===== src/hdl/rpg_pkg.sv =====
// Shared constants and types of the loop region phase generator.
package rpg_pkg;

  localparam int CUE_REGS      = 4;
  localparam int MAX_CUES      = 4;
  localparam int CUE_LIMIT     = (MAX_CUES < CUE_REGS) ? MAX_CUES : CUE_REGS;
  localparam int CUE_IDX_W     = $clog2(CUE_REGS);
  localparam int CUE_CNT_W     = 3;
  localparam int REG_IDX_W     = 3;
  localparam int CFG_DATA_W    = 16;
  localparam int RATE_W        = 24;
  localparam int POINT_W       = 17;
  localparam int POS_W         = 33;
  localparam int FRAC_BITS_DEF = 16;

  localparam logic [CUE_CNT_W-1:0] CUE_LIMIT_V = CUE_CNT_W'(CUE_LIMIT);

  typedef enum logic [REG_IDX_W-1:0] {
    REG_BUFFER_SIZE,
    REG_CUE_COUNT,
    REG_CUE_ZERO,
    REG_CUE_ONE,
    REG_CUE_TWO,
    REG_CUE_THREE,
    REG_START_SAMPLE,
    REG_START_REVERSE
  } reg_idx_t;

  typedef struct packed {
    logic [15:0]                     buffer_size;
    logic [CUE_CNT_W-1:0]            cue_count;
    logic [CUE_REGS-1:0][15:0]       cue;
    logic [15:0]                     start_sample;
    logic                            start_reverse;
  } cfg_t;

  typedef struct packed {
    logic                 load;
    logic                 mul_s;
    logic                 mul_e;
    logic                 order;
    logic                 step;
    logic                 fix;
    logic                 prev;
    logic                 scan;
    logic                 emit;
    logic                 emit_cue;
    logic                 emit_last;
    logic                 commit;
    logic [CUE_IDX_W-1:0] cue_idx;
  } cmd_t;

  typedef struct packed {
    logic hit;
  } status_t;

endpackage


===== src/hdl/rpg_ifs.sv =====
// Channel interfaces: tick input, result output and register write port.
interface rpg_tick_if;
  logic                                       valid;
  logic                                       ready;
  logic signed [rpg_pkg::RATE_W-1:0]          rate;
  logic        [rpg_pkg::POINT_W-1:0]         loop_start;
  logic        [rpg_pkg::POINT_W-1:0]         loop_end;
  logic                                       loop_on;
  logic                                       from_edge;
  logic                                       play_to_end;

  modport source (output valid, rate, loop_start, loop_end, loop_on, from_edge, play_to_end,
                  input ready);
  modport sink   (input valid, rate, loop_start, loop_end, loop_on, from_edge, play_to_end,
                  output ready);
endinterface

interface rpg_result_if;
  logic                                       valid;
  logic                                       ready;
  logic signed [rpg_pkg::POS_W-1:0]           position;
  logic                                       finished;
  logic                                       is_cue_event;
  logic        [rpg_pkg::CUE_IDX_W-1:0]       cue_index;
  logic                                       last_of_run;

  modport source (output valid, position, finished, is_cue_event, cue_index, last_of_run,
                  input ready);
  modport sink   (input valid, position, finished, is_cue_event, cue_index, last_of_run,
                  output ready);
endinterface

interface rpg_cfg_if;
  logic                                       valid;
  logic                                       ready;
  logic [rpg_pkg::REG_IDX_W-1:0]              index;
  logic [rpg_pkg::CFG_DATA_W-1:0]             data;

  modport source (output valid, index, data, input ready);
  modport sink   (input valid, index, data, output ready);
endinterface


===== src/hdl/rpg_cfg.sv =====
// Configuration register file with start position reload strobe.
module rpg_cfg (
  input  logic            clk,
  input  logic            rst,
  rpg_cfg_if.sink         cfg,
  output rpg_pkg::cfg_t   regs,
  output logic            reload
);

  assign cfg.ready = 1'b1;

  always_ff @(posedge clk) begin
    if (rst) begin
      regs.buffer_size   <= 16'hFFFF;
      regs.cue_count     <= '0;
      regs.cue           <= '0;
      regs.start_sample  <= '0;
      regs.start_reverse <= 1'b0;
      reload             <= 1'b0;
    end else begin
      reload <= cfg.valid && (cfg.index == rpg_pkg::REG_START_SAMPLE ||
                              cfg.index == rpg_pkg::REG_START_REVERSE);
      if (cfg.valid) begin
        unique case (rpg_pkg::reg_idx_t'(cfg.index))
          rpg_pkg::REG_BUFFER_SIZE:   regs.buffer_size <= cfg.data;
          rpg_pkg::REG_CUE_COUNT:     regs.cue_count <= cfg.data[rpg_pkg::CUE_CNT_W-1:0];
          rpg_pkg::REG_CUE_ZERO:      regs.cue[0] <= cfg.data;
          rpg_pkg::REG_CUE_ONE:       regs.cue[1] <= cfg.data;
          rpg_pkg::REG_CUE_TWO:       regs.cue[2] <= cfg.data;
          rpg_pkg::REG_CUE_THREE:     regs.cue[3] <= cfg.data;
          rpg_pkg::REG_START_SAMPLE:  regs.start_sample <= cfg.data;
          rpg_pkg::REG_START_REVERSE: regs.start_reverse <= cfg.data[0];
        endcase
      end
    end
  end

endmodule


===== src/hdl/rpg_ctrl.sv =====
// Sequencer: steps the datapath through one tick and issues its results.
module rpg_ctrl (
  input  logic                             clk,
  input  logic                             rst,
  input  logic                             tick_valid,
  output logic                             tick_ready,
  output logic                             res_valid,
  input  logic                             res_ready,
  input  logic [rpg_pkg::CUE_CNT_W-1:0]    cue_count,
  input  rpg_pkg::status_t                 status,
  output rpg_pkg::cmd_t                    cmd
);

  typedef enum logic [3:0] {
    S_IDLE,
    S_MUL_S,
    S_MUL_E,
    S_ORDER,
    S_STEP,
    S_FIX,
    S_PREV,
    S_SCAN,
    S_EMIT_POS,
    S_EMIT_CUE
  } state_t;

  state_t                               state;
  logic [rpg_pkg::CUE_IDX_W-1:0]        idx;
  logic [rpg_pkg::CUE_REGS-1:0]         hits;
  logic [rpg_pkg::CUE_IDX_W-1:0]        sel;
  logic [rpg_pkg::CUE_REGS-1:0]         rest;
  logic [rpg_pkg::CUE_CNT_W-1:0]        cue_lim;
  logic                                 out_free;

  assign cue_lim    = (cue_count > rpg_pkg::CUE_LIMIT_V) ? rpg_pkg::CUE_LIMIT_V : cue_count;
  assign out_free   = !res_valid || res_ready;
  assign tick_ready = (state == S_IDLE);

  always_comb begin
    sel = '0;
    for (int i = rpg_pkg::CUE_REGS - 1; i >= 0; i--) begin
      if (hits[i]) sel = rpg_pkg::CUE_IDX_W'(i);
    end
    rest      = hits;
    rest[sel] = 1'b0;
  end

  always_comb begin
    cmd = '0;
    unique case (state)
      S_IDLE:  cmd.load  = tick_valid;
      S_MUL_S: cmd.mul_s = 1'b1;
      S_MUL_E: cmd.mul_e = 1'b1;
      S_ORDER: cmd.order = 1'b1;
      S_STEP:  cmd.step  = 1'b1;
      S_FIX:   cmd.fix   = 1'b1;
      S_PREV:  cmd.prev  = 1'b1;
      S_SCAN: begin
        cmd.scan    = 1'b1;
        cmd.cue_idx = idx;
      end
      S_EMIT_POS: begin
        cmd.emit      = out_free;
        cmd.emit_last = (hits == '0);
        cmd.commit    = out_free && (hits == '0);
      end
      S_EMIT_CUE: begin
        cmd.emit      = out_free;
        cmd.emit_cue  = 1'b1;
        cmd.cue_idx   = sel;
        cmd.emit_last = (rest == '0);
        cmd.commit    = out_free && (rest == '0);
      end
    endcase
  end

  always_ff @(posedge clk) begin
    if (rst) begin
      state     <= S_IDLE;
      res_valid <= 1'b0;
      idx       <= '0;
      hits      <= '0;
    end else begin
      if (cmd.emit) res_valid <= 1'b1;
      else if (res_ready) res_valid <= 1'b0;
      unique case (state)
        S_IDLE:  if (tick_valid) state <= S_MUL_S;
        S_MUL_S: state <= S_MUL_E;
        S_MUL_E: state <= S_ORDER;
        S_ORDER: state <= S_STEP;
        S_STEP:  state <= S_FIX;
        S_FIX:   state <= S_PREV;
        S_PREV: begin
          hits  <= '0;
          idx   <= '0;
          state <= (cue_lim != '0) ? S_SCAN : S_EMIT_POS;
        end
        S_SCAN: begin
          hits[idx] <= status.hit;
          if (rpg_pkg::CUE_CNT_W'(idx) == cue_lim - 1'b1) begin
            state <= S_EMIT_POS;
          end else begin
            idx <= idx + 1'b1;
          end
        end
        S_EMIT_POS: if (out_free) state <= (hits == '0) ? S_IDLE : S_EMIT_CUE;
        S_EMIT_CUE: begin
          if (out_free) begin
            hits <= rest;
            if (rest == '0) state <= S_IDLE;
          end
        end
      endcase
    end
  end

endmodule


===== src/hdl/rpg_dp.sv =====
// Datapath: region scaling, position advance, wrap and stop, cue compare, result register.
module rpg_dp #(
  parameter int FRAC_BITS = rpg_pkg::FRAC_BITS_DEF
) (
  input  logic                                     clk,
  input  logic                                     rst,
  input  logic signed [rpg_pkg::RATE_W-1:0]        rate,
  input  logic        [rpg_pkg::POINT_W-1:0]       loop_start,
  input  logic        [rpg_pkg::POINT_W-1:0]       loop_end,
  input  logic                                     loop_on,
  input  logic                                     from_edge,
  input  logic                                     play_to_end,
  input  rpg_pkg::cfg_t                            regs,
  input  logic                                     reload,
  input  rpg_pkg::cmd_t                            cmd,
  output rpg_pkg::status_t                         status,
  output logic signed [rpg_pkg::POS_W-1:0]         position,
  output logic                                     finished,
  output logic                                     is_cue_event,
  output logic        [rpg_pkg::CUE_IDX_W-1:0]     cue_index,
  output logic                                     last_of_run
);

  localparam int UP_SHIFT = (FRAC_BITS >= 16) ? FRAC_BITS - 16 : 0;
  localparam int DN_SHIFT = (FRAC_BITS < 16) ? 16 - FRAC_BITS : 0;
  localparam int PW       = 33 + UP_SHIFT;
  localparam int WW       = PW + 2;
  localparam int RE_W     = rpg_pkg::RATE_W + 1;
  localparam int PS_W     = rpg_pkg::POS_W;

  localparam logic signed [WW-1:0]   ONE_W     = {{(WW-1){1'b0}}, 1'b1} << FRAC_BITS;
  localparam logic signed [PS_W-1:0] ONE_P     = {{(PS_W-1){1'b0}}, 1'b1} << FRAC_BITS;
  localparam logic signed [WW-1:0]   POS_MIN_W = {{(WW-32){1'b1}}, 32'b0};
  localparam logic signed [WW-1:0]   POS_MAX_W = {{(WW-32){1'b0}}, {32{1'b1}}};

  typedef enum logic [1:0] {
    ADJ_NONE,
    ADJ_DEC,
    ADJ_INC
  } adj_t;

  function automatic logic signed [PS_W-1:0] sat_pos(input logic signed [WW-1:0] v);
    logic signed [PS_W-1:0] r;
    if (v < POS_MIN_W) r = POS_MIN_W[PS_W-1:0];
    else if (v > POS_MAX_W) r = POS_MAX_W[PS_W-1:0];
    else r = v[PS_W-1:0];
    return r;
  endfunction

  // Tick operands
  logic signed [rpg_pkg::RATE_W-1:0]   rate_in;
  logic        [rpg_pkg::POINT_W-1:0]  start_in;
  logic        [rpg_pkg::POINT_W-1:0]  end_in;
  logic                                loop_in;
  logic                                jump_edge;
  logic                                to_end;

  // Working registers
  logic [PW-1:0]                       pt_s;
  logic [PW-1:0]                       pt_e;
  logic [PW-1:0]                       lo;
  logic [PW-1:0]                       hi;
  logic [PW-1:0]                       span;
  logic signed [RE_W-1:0]              rate_eff;
  logic signed [PS_W-1:0]              cur;
  logic signed [PS_W-1:0]              prv;
  adj_t                                adj;

  // Phase state
  logic signed [PS_W-1:0]              phase_now;
  logic signed [PS_W-1:0]              phase_before;
  logic                                was_looping;
  logic                                done_flag;

  // Scaling
  logic [32:0]                         prod;
  logic [PW-1:0]                       prod_w;
  logic [PW-1:0]                       scaled;

  always_comb begin
    prod   = {16'b0, (cmd.mul_e ? end_in : start_in)} * {17'b0, regs.buffer_size};
    prod_w = PW'(prod);
    scaled = (prod_w << UP_SHIFT) >> DN_SHIFT;
  end

  // Region order
  logic                                swap;
  logic signed [RE_W-1:0]              rate_ext;

  assign swap     = pt_s > pt_e;
  assign rate_ext = RE_W'(rate_in);

  // Wrap and stop
  logic signed [WW-1:0] cr, lo_w, hi_w, span_w, buf_w, fix_val, step_sum;
  logic                 rpos, rneg, fix_done;
  adj_t                 fix_adj;

  assign cr       = WW'(cur);
  assign lo_w     = $signed(WW'(lo));
  assign hi_w     = $signed(WW'(hi));
  assign span_w   = $signed(WW'(span));
  assign buf_w    = $signed(WW'(regs.buffer_size)) <<< FRAC_BITS;
  assign rneg     = rate_eff[RE_W-1];
  assign rpos     = !rate_eff[RE_W-1] && (rate_eff != '0);
  assign step_sum = WW'(phase_now) + WW'(rate_eff);

  always_comb begin
    fix_val  = cr;
    fix_done = 1'b0;
    fix_adj  = ADJ_NONE;
    if (loop_in) begin
      if (rpos && cr >= hi_w) begin
        fix_adj = ADJ_DEC;
        if (!was_looping) fix_val = jump_edge ? '0 : lo_w;
        else fix_val = cr - span_w;
      end else if (rneg && cr < lo_w) begin
        fix_adj = ADJ_INC;
        if (!was_looping) fix_val = jump_edge ? buf_w - ONE_W : hi_w;
        else fix_val = cr + span_w;
      end
    end else if (!to_end) begin
      if (rpos && cr >= hi_w) begin
        fix_val  = buf_w;
        fix_done = 1'b1;
      end else if (rneg && cr < lo_w) begin
        fix_val  = -ONE_W;
        fix_done = 1'b1;
      end
    end else begin
      fix_done = (rpos && cr >= buf_w) || (rneg && cr[WW-1]);
    end
  end

  // Cue compare
  logic signed [WW-1:0] cue_w, prv_w;

  assign cue_w = $signed(WW'(regs.cue[cmd.cue_idx])) <<< FRAC_BITS;
  assign prv_w = WW'(prv);

  always_comb begin
    if (!rate_eff[RE_W-1]) status.hit = (prv_w < cue_w) && (cr >= cue_w);
    else status.hit = (prv_w > cue_w) && (cr <= cue_w);
  end

  // Start position reload
  logic signed [WW-1:0]   start_w;
  logic signed [PS_W-1:0] start_sat;
  logic signed [PS_W-1:0] before_ld;

  assign start_w   = $signed(WW'(regs.start_sample)) <<< FRAC_BITS;
  assign start_sat = sat_pos(start_w);
  assign before_ld = regs.start_reverse ? sat_pos(buf_w) : sat_pos(WW'(start_sat) - ONE_W);

  always_ff @(posedge clk) begin
    if (cmd.load) begin
      rate_in   <= rate;
      start_in  <= loop_start;
      end_in    <= loop_end;
      loop_in   <= loop_on;
      jump_edge <= from_edge;
      to_end    <= play_to_end;
    end
    if (cmd.mul_s) pt_s <= scaled;
    if (cmd.mul_e) pt_e <= scaled;
    if (cmd.order) begin
      lo       <= swap ? pt_e : pt_s;
      hi       <= swap ? pt_s : pt_e;
      span     <= swap ? pt_s - pt_e : pt_e - pt_s;
      rate_eff <= swap ? -rate_ext : rate_ext;
    end
    if (cmd.step) begin
      cur <= sat_pos(step_sum);
      prv <= phase_before;
    end
    if (cmd.fix) begin
      cur <= sat_pos(fix_val);
      adj <= fix_adj;
    end
    if (cmd.prev) begin
      case (adj)
        ADJ_DEC: prv <= sat_pos(cr - ONE_W);
        ADJ_INC: prv <= sat_pos(cr + ONE_W);
        default: prv <= prv;
      endcase
    end
    if (cmd.emit) begin
      position     <= cur;
      finished     <= done_flag;
      is_cue_event <= cmd.emit_cue;
      cue_index    <= cmd.emit_cue ? cmd.cue_idx : '0;
      last_of_run  <= cmd.emit_last;
    end
  end

  always_ff @(posedge clk) begin
    if (rst) begin
      phase_now    <= '0;
      phase_before <= -ONE_P;
      was_looping  <= 1'b0;
      done_flag    <= 1'b0;
    end else begin
      if (reload) begin
        phase_now    <= start_sat;
        phase_before <= before_ld;
      end
      if (cmd.fix && fix_done) done_flag <= 1'b1;
      if (cmd.commit) begin
        phase_now    <= cur;
        phase_before <= cur;
        was_looping  <= loop_in;
      end
    end
  end

endmodule


===== src/hdl/loop_region_phase_generator.sv =====
// Loop region phase generator top level: register file, sequencer and datapath.
// Per tick the sequencer steps the shared 17x16 region multiplier for start and end,
// then the order, advance, wrap and previous-position stages, then the cue compare of
// L = min(cue_count, 4) cues, one cue per cycle; it emits the position and one result
// per cue crossed, waiting on result stalls, and takes a new tick only after the last.
// Reset: registers take their defaults, position 0, previous position minus one sample.
module loop_region_phase_generator #(
  parameter int FRAC_BITS = rpg_pkg::FRAC_BITS_DEF
) (
  input  logic           clk,
  input  logic           rst,
  rpg_tick_if.sink       tick,
  rpg_result_if.source   result,
  rpg_cfg_if.sink        cfg
);

  rpg_pkg::cfg_t    regs;
  rpg_pkg::cmd_t    cmd;
  rpg_pkg::status_t status;
  logic             reload;

  rpg_cfg u_cfg (
    .clk    (clk),
    .rst    (rst),
    .cfg    (cfg),
    .regs   (regs),
    .reload (reload)
  );

  rpg_ctrl u_ctrl (
    .clk        (clk),
    .rst        (rst),
    .tick_valid (tick.valid),
    .tick_ready (tick.ready),
    .res_valid  (result.valid),
    .res_ready  (result.ready),
    .cue_count  (regs.cue_count),
    .status     (status),
    .cmd        (cmd)
  );

  rpg_dp #(
    .FRAC_BITS (FRAC_BITS)
  ) u_dp (
    .clk          (clk),
    .rst          (rst),
    .rate         (tick.rate),
    .loop_start   (tick.loop_start),
    .loop_end     (tick.loop_end),
    .loop_on      (tick.loop_on),
    .from_edge    (tick.from_edge),
    .play_to_end  (tick.play_to_end),
    .regs         (regs),
    .reload       (reload),
    .cmd          (cmd),
    .status       (status),
    .position     (result.position),
    .finished     (result.finished),
    .is_cue_event (result.is_cue_event),
    .cue_index    (result.cue_index),
    .last_of_run  (result.last_of_run)
  );

endmodule


===== src/flat_wrapper.sv =====
// flat-port wrapper written by rule: the top's interface ports become plain ports
module loop_region_phase_generator_flat 
#(
  parameter int FRAC_BITS = rpg_pkg::FRAC_BITS_DEF
)
  (clk, rst, tick_valid, tick_rate, tick_loop_start, tick_loop_end, tick_loop_on, tick_from_edge, tick_play_to_end, tick_ready, result_valid, result_position, result_finished, result_is_cue_event, result_cue_index, result_last_of_run, result_ready, cfg_valid, cfg_index, cfg_data, cfg_ready);
  rpg_tick_if tick_i ();
  rpg_result_if result_i ();
  rpg_cfg_if cfg_i ();
  input  logic clk;
  input  logic rst;
  input wire logic [$bits(tick_i.valid)-1:0] tick_valid;
  input wire logic [$bits(tick_i.rate)-1:0] tick_rate;
  input wire logic [$bits(tick_i.loop_start)-1:0] tick_loop_start;
  input wire logic [$bits(tick_i.loop_end)-1:0] tick_loop_end;
  input wire logic [$bits(tick_i.loop_on)-1:0] tick_loop_on;
  input wire logic [$bits(tick_i.from_edge)-1:0] tick_from_edge;
  input wire logic [$bits(tick_i.play_to_end)-1:0] tick_play_to_end;
  output wire logic [$bits(tick_i.ready)-1:0] tick_ready;
  output wire logic [$bits(result_i.valid)-1:0] result_valid;
  output wire logic [$bits(result_i.position)-1:0] result_position;
  output wire logic [$bits(result_i.finished)-1:0] result_finished;
  output wire logic [$bits(result_i.is_cue_event)-1:0] result_is_cue_event;
  output wire logic [$bits(result_i.cue_index)-1:0] result_cue_index;
  output wire logic [$bits(result_i.last_of_run)-1:0] result_last_of_run;
  input wire logic [$bits(result_i.ready)-1:0] result_ready;
  input wire logic [$bits(cfg_i.valid)-1:0] cfg_valid;
  input wire logic [$bits(cfg_i.index)-1:0] cfg_index;
  input wire logic [$bits(cfg_i.data)-1:0] cfg_data;
  output wire logic [$bits(cfg_i.ready)-1:0] cfg_ready;
  assign tick_i.valid = tick_valid;
  assign tick_i.rate = tick_rate;
  assign tick_i.loop_start = tick_loop_start;
  assign tick_i.loop_end = tick_loop_end;
  assign tick_i.loop_on = tick_loop_on;
  assign tick_i.from_edge = tick_from_edge;
  assign tick_i.play_to_end = tick_play_to_end;
  assign tick_ready = tick_i.ready;
  assign result_valid = result_i.valid;
  assign result_position = result_i.position;
  assign result_finished = result_i.finished;
  assign result_is_cue_event = result_i.is_cue_event;
  assign result_cue_index = result_i.cue_index;
  assign result_last_of_run = result_i.last_of_run;
  assign result_i.ready = result_ready;
  assign cfg_i.valid = cfg_valid;
  assign cfg_i.index = cfg_index;
  assign cfg_i.data = cfg_data;
  assign cfg_ready = cfg_i.ready;
  loop_region_phase_generator #(.FRAC_BITS(FRAC_BITS)) u_core (.clk(clk), .rst(rst), .tick(tick_i), .result(result_i), .cfg(cfg_i));
endmodule

===== config.mk =====
export PLATFORM = sky130hd
export DESIGN_NAME = loop_region_phase_generator_flat
export DESIGN_NICKNAME = d
export VERILOG_FILES = /design/src/hdl/rpg_pkg.sv /design/src/hdl/rpg_ifs.sv /design/src/hdl/rpg_cfg.sv /design/src/hdl/rpg_ctrl.sv /design/src/hdl/rpg_dp.sv /design/src/hdl/loop_region_phase_generator.sv /design/src/flat_wrapper.sv
export SDC_FILE = /design/constraint.sdc
export NUM_CORES = 2
export LEC_CHECK = 0
export BUFFER_PORTS_ARGS = -buffer_cell sky130_fd_sc_hd__buf_2
export CORE_MARGIN = 5
export CORE_UTILIZATION = 50
export CTS_CLUSTER_DIAMETER = 30
export DETAILED_ROUTE_END_ITERATION = 7
export PLACE_DENSITY_LB_ADDON = 0.25
export RECOVER_POWER = 25
export SLEW_MARGIN = 40
export SYNTH_ARGS = -nofsm -noshare
export SYNTH_HDL_FRONTEND = slang
export SYNTH_SLANG_ARGS = --single-unit

===== constraint.sdc =====
create_clock -name clk -period 13.55 [get_ports clk]
set_input_delay 2.71 -clock clk [delete_from_list [all_inputs] [get_ports clk]]
set_output_delay 2.71 -clock clk [all_outputs]
set_load 0.01 [all_outputs]

==> flow_metrics.py <==
metrics = {
    "clock_tree": {
        "cts_tree": "built",
        "postCtsResizedCells": 0,
        "cts-buffers-inserted": 115,
        "cts_buffer_depth": 3,
        "cts_setup_buffers": 0,
        "cts_num_sinks": 537,
        "worst_setup_hold_path_clk_slew_ps": 50,
        "clock_latency_ps": 700,
        "cts-root-buf": "sky130_fd_sc_hd__clkbuf_16",
        "hold_buffers": 0,
        "max_h_tree_level": 3,
    },
    "global_routing": {
        "globalRouteOverflowTotal": 0,
        "grt_max_degree": 106,
        "grt_first_pass_wirelength_um": 218000,
        "grt_use_total": 0.296,
        "initial_antenna_violation_count": 2,
        "first_global_vias": 36700,
    },
    "yosys": {
        "netlist.area_leader.share": 0.241,
        "netlist-cell-type-count": 109,
        "netlist_top_cells_count": "sky130_fd_sc_hd__nand2_1 (716), sky130_fd_sc_hd__inv_1 (507), sky130_fd_sc_hd__ha_1 (394)",
        "yosysTopAreaCell": "sky130_fd_sc_hd__edfxtp_1",
        "count_of_mapped_cells_out_of_synthesis": 5055,
        "synth_most_common_cell": "sky130_fd_sc_hd__nand2_1",
        "ys_ff_latch": 537,
        "postSynthNetCount": 5747,
        "ys_top_cells_by_area": "sky130_fd_sc_hd__edfxtp_1 (24%), sky130_fd_sc_hd__ha_1 (11%), sky130_fd_sc_hd__fa_1 (9.6%)",
        "ys_seq_area_frac": 0.322,
        "synth_async_sr_flop_share": 0,
        "post_synth_edffs": 357,
        "yosys_warnings": 0,
        "syn_area_um2": 44500,
        "synth-main-ff-cell": "sky130_fd_sc_hd__edfxtp_1",
        "post_synth.cell_area_avg_um2": 8.80,
    },
    "worst_setup_path": {
        "timing.critical_path.slowest_stage_cell": "sky130_fd_sc_hd__mux2i_1",
        "cp_data_arrival_time_ps": 8970,
        "setup.worst_path.end_class": "flop",
        "r2r_setup_slk_ps": 4970,
        "crit-reg2reg-launch": "u_core.u_ctrl.state[1]",
        "timing.setup.critical_path_class": "reg -> reg",
        "maximum_fanout_along_the_worst_path": 58,
        "crit_start": "u_core.u_ctrl.state[1]",
        "rr_endpoint": "u_core.u_dp.pt_s[32]",
        "crit_required_ps": 13950,
        "cp_common_cell": "sky130_fd_sc_hd__fa_1",
        "cpLargestDelayFamily": "adder cells",
        "crit_buf_inv": 5,
        "crit_path_start_kind": "flop",
        "critical_path.max_stage_delay_ps": 750,
        "timing.reg2reg.worst_path_depth": 27,
    },
    "run_status": {
        "violations_in_the_final_reports": "max-capacitance violations, max-slew violations",
        "run_status": "finished with violations",
    },
    "layout": {
        "final_util": 0.567,
        "total_number_of_nets_in_the_final_design": 5784,
        "final_layout_size_suffix_gt1_frac": 0.0945,
        "synth_to_layout_area_growth_pct": 12.7,
    },
    "timing": {
        "worst_slack_ps": 4970,
        "timing.final.crit_period_ps": 8580,
        "final_max_slew_viol_count": 231,
        "skew_ps": 55.4,
        "worst-slew-pin-transition_ps": 3640,
        "max_clock_freq_ghz": 0.117,
        "setup_total_neg_slack_ps": 0,
        "final-hold-violation-count": 0,
        "grt_setup_unrepaired": "false",
        "timing.final.setup_violations": 0,
        "slew_headroom": -1.43,
        "timing.final.crit_share": 0.633,
        "fin_worst_hold_slack_ps": 454,
    },
    "worst_hold_path": {
        "min_path_cells": 2,
        "holdPathEnd": "u_core.u_cfg.regs[50]",
        "hold_start": "u_core.u_cfg.regs[50]",
        "hold_path_class": "reg -> reg",
    },
    "die": {
        "core-area_um2": 88400,
        "row_count": 109,
        "die_y_um": 308,
        "fp.dieArea_um2": 95000,
        "chipWidth_um": 308,
        "number_of_i_o_pins": 126,
        "start_util": 0.503,
    },
    "placed_design": {
        "post-dp-hpwl_um": 108000,
        "placer_congestion": 0.961,
        "preCtsSetupSlack_ps": 4870,
        "io_buffer_count": 124,
    },
    "detailed_routing": {
        "via_count": 38200,
        "first_pass_iters": 6,
        "routedWlPerCell_um": 22.6,
        "drt_wl_total_um": 144000,
        "postRouteAntennaNets": 0,
        "detail_route.iter0.violations": 3852,
        "drc": 0,
        "routed_via_density": 6.00,
    },
    "job": {
        "max_cap_viol_count": 8,
    },
}
state kept, by name (all words and copies together), names as in the netlist, 25 cells and up:
name,flops
u_core.u_dp.cur,33
u_core.u_dp.rate_eff,25
u_core.u_dp.hi,33
u_core.u_dp.phase_before,33
u_core.u_cfg.regs,100
u_core.u_dp.position,33
u_core.u_dp.span,33
u_core.u_dp.prv,33
u_core.u_dp.pt_s,33
u_core.u_dp.phase_now,33
u_core.u_dp.pt_e,33
u_core.u_dp.lo,33
worst reg2reg max path, delay by kind of cell, from the launching register on:
kind / cells / cell delay [ps]
buf+inv: 5 / 740
simple gates: 6 / 1190
flops: 1 / 510
mux: 1 / 840
fa+ha+maj: 7 / 3120
compound gates: 7 / 1760
xor+xnor: 1 / 90
cells in the final DEF, fill, tap and decap left out, drive strengths merged, types with 67 or more instances in the layout:
cell type	Yosys	routed
a21o	107	107
nor3	67	67
edfxtp	357	357
xnor2	158	158
ha	394	394
dfxtp	180	180
nand2	718	718
buf	52	163
o21ai	263	263
nand3	79	79
fa	213	213
a21oi	391	391
nor2	380	380
inv	513	532
clkbuf	214	159
how the worst max path moves through the flow:
stage / endpoint / slack [ps] / cells past startpoint
floorplan: u_core.u_dp.pt_e[26] / 4690 / 27
global placement: u_core.u_dp.pt_e[32] / 4850 / 27
detailed placement: u_core.u_dp.pt_e[32] / 4870 / 27
CTS: u_core.u_dp.pt_e[32] / 4770 / 27
global route: u_core.u_dp.pt_e[32] / 4380 / 27
finish: u_core.u_dp.pt_s[32] / 4970 / 27
cell families (layout without fill, tap and decap cells):
kind of cell | count (synthesis) | after routing | share of synthesized area
fa+ha+maj | 608 | 608 | 0.207
mux | 72 | 72 | 0.0168
xor+xnor | 199 | 199 | 0.0392
compound gates | 1303 | 1303 | 0.192
flops | 537 | 537 | 0.322
buf+inv | 787 | 927 | 0.0686
other cells | 1 | 4 | 0.0000843
simple gates | 1548 | 1548 | 0.155
layout make-up:
type | instances | area, um^2
clock inverter | 84 | 1020
inverter | 521 | 1960
fill | 7971 | 38300
timing repair buffer | 186 | 1050
antenna | 3 | 7.51
tap | 1165 | 1460
sequential | 537 | 14300
clock buffer | 136 | 3050
multi-input combinational | 3731 | 27200
metal layers:
metal | vias to the layer above | track usage | wire length [um]
met5 | - | 0 | 0
met4 | 0 | 0.121 | 6460
met3 | 328 | 0.0435 | 11100
met2 | 1610 | 0.471 | 65600
li1 | 17800 | - | -
met1 | 18500 | 0.408 | 60800
metrics by stage:
stage / area, um^2 / instances
final: 50100 / 6363
after global routing: 50100 / 6360
after CTS: 50200 / 6359
after detailed placement: 46100 / 6139
after global placement: 46000 / 6136
after floorplan: 44500 / 5055
Power is not shown: default switching activity piles up to over one toggle a cycle in this logic, so the estimate is an artifact.
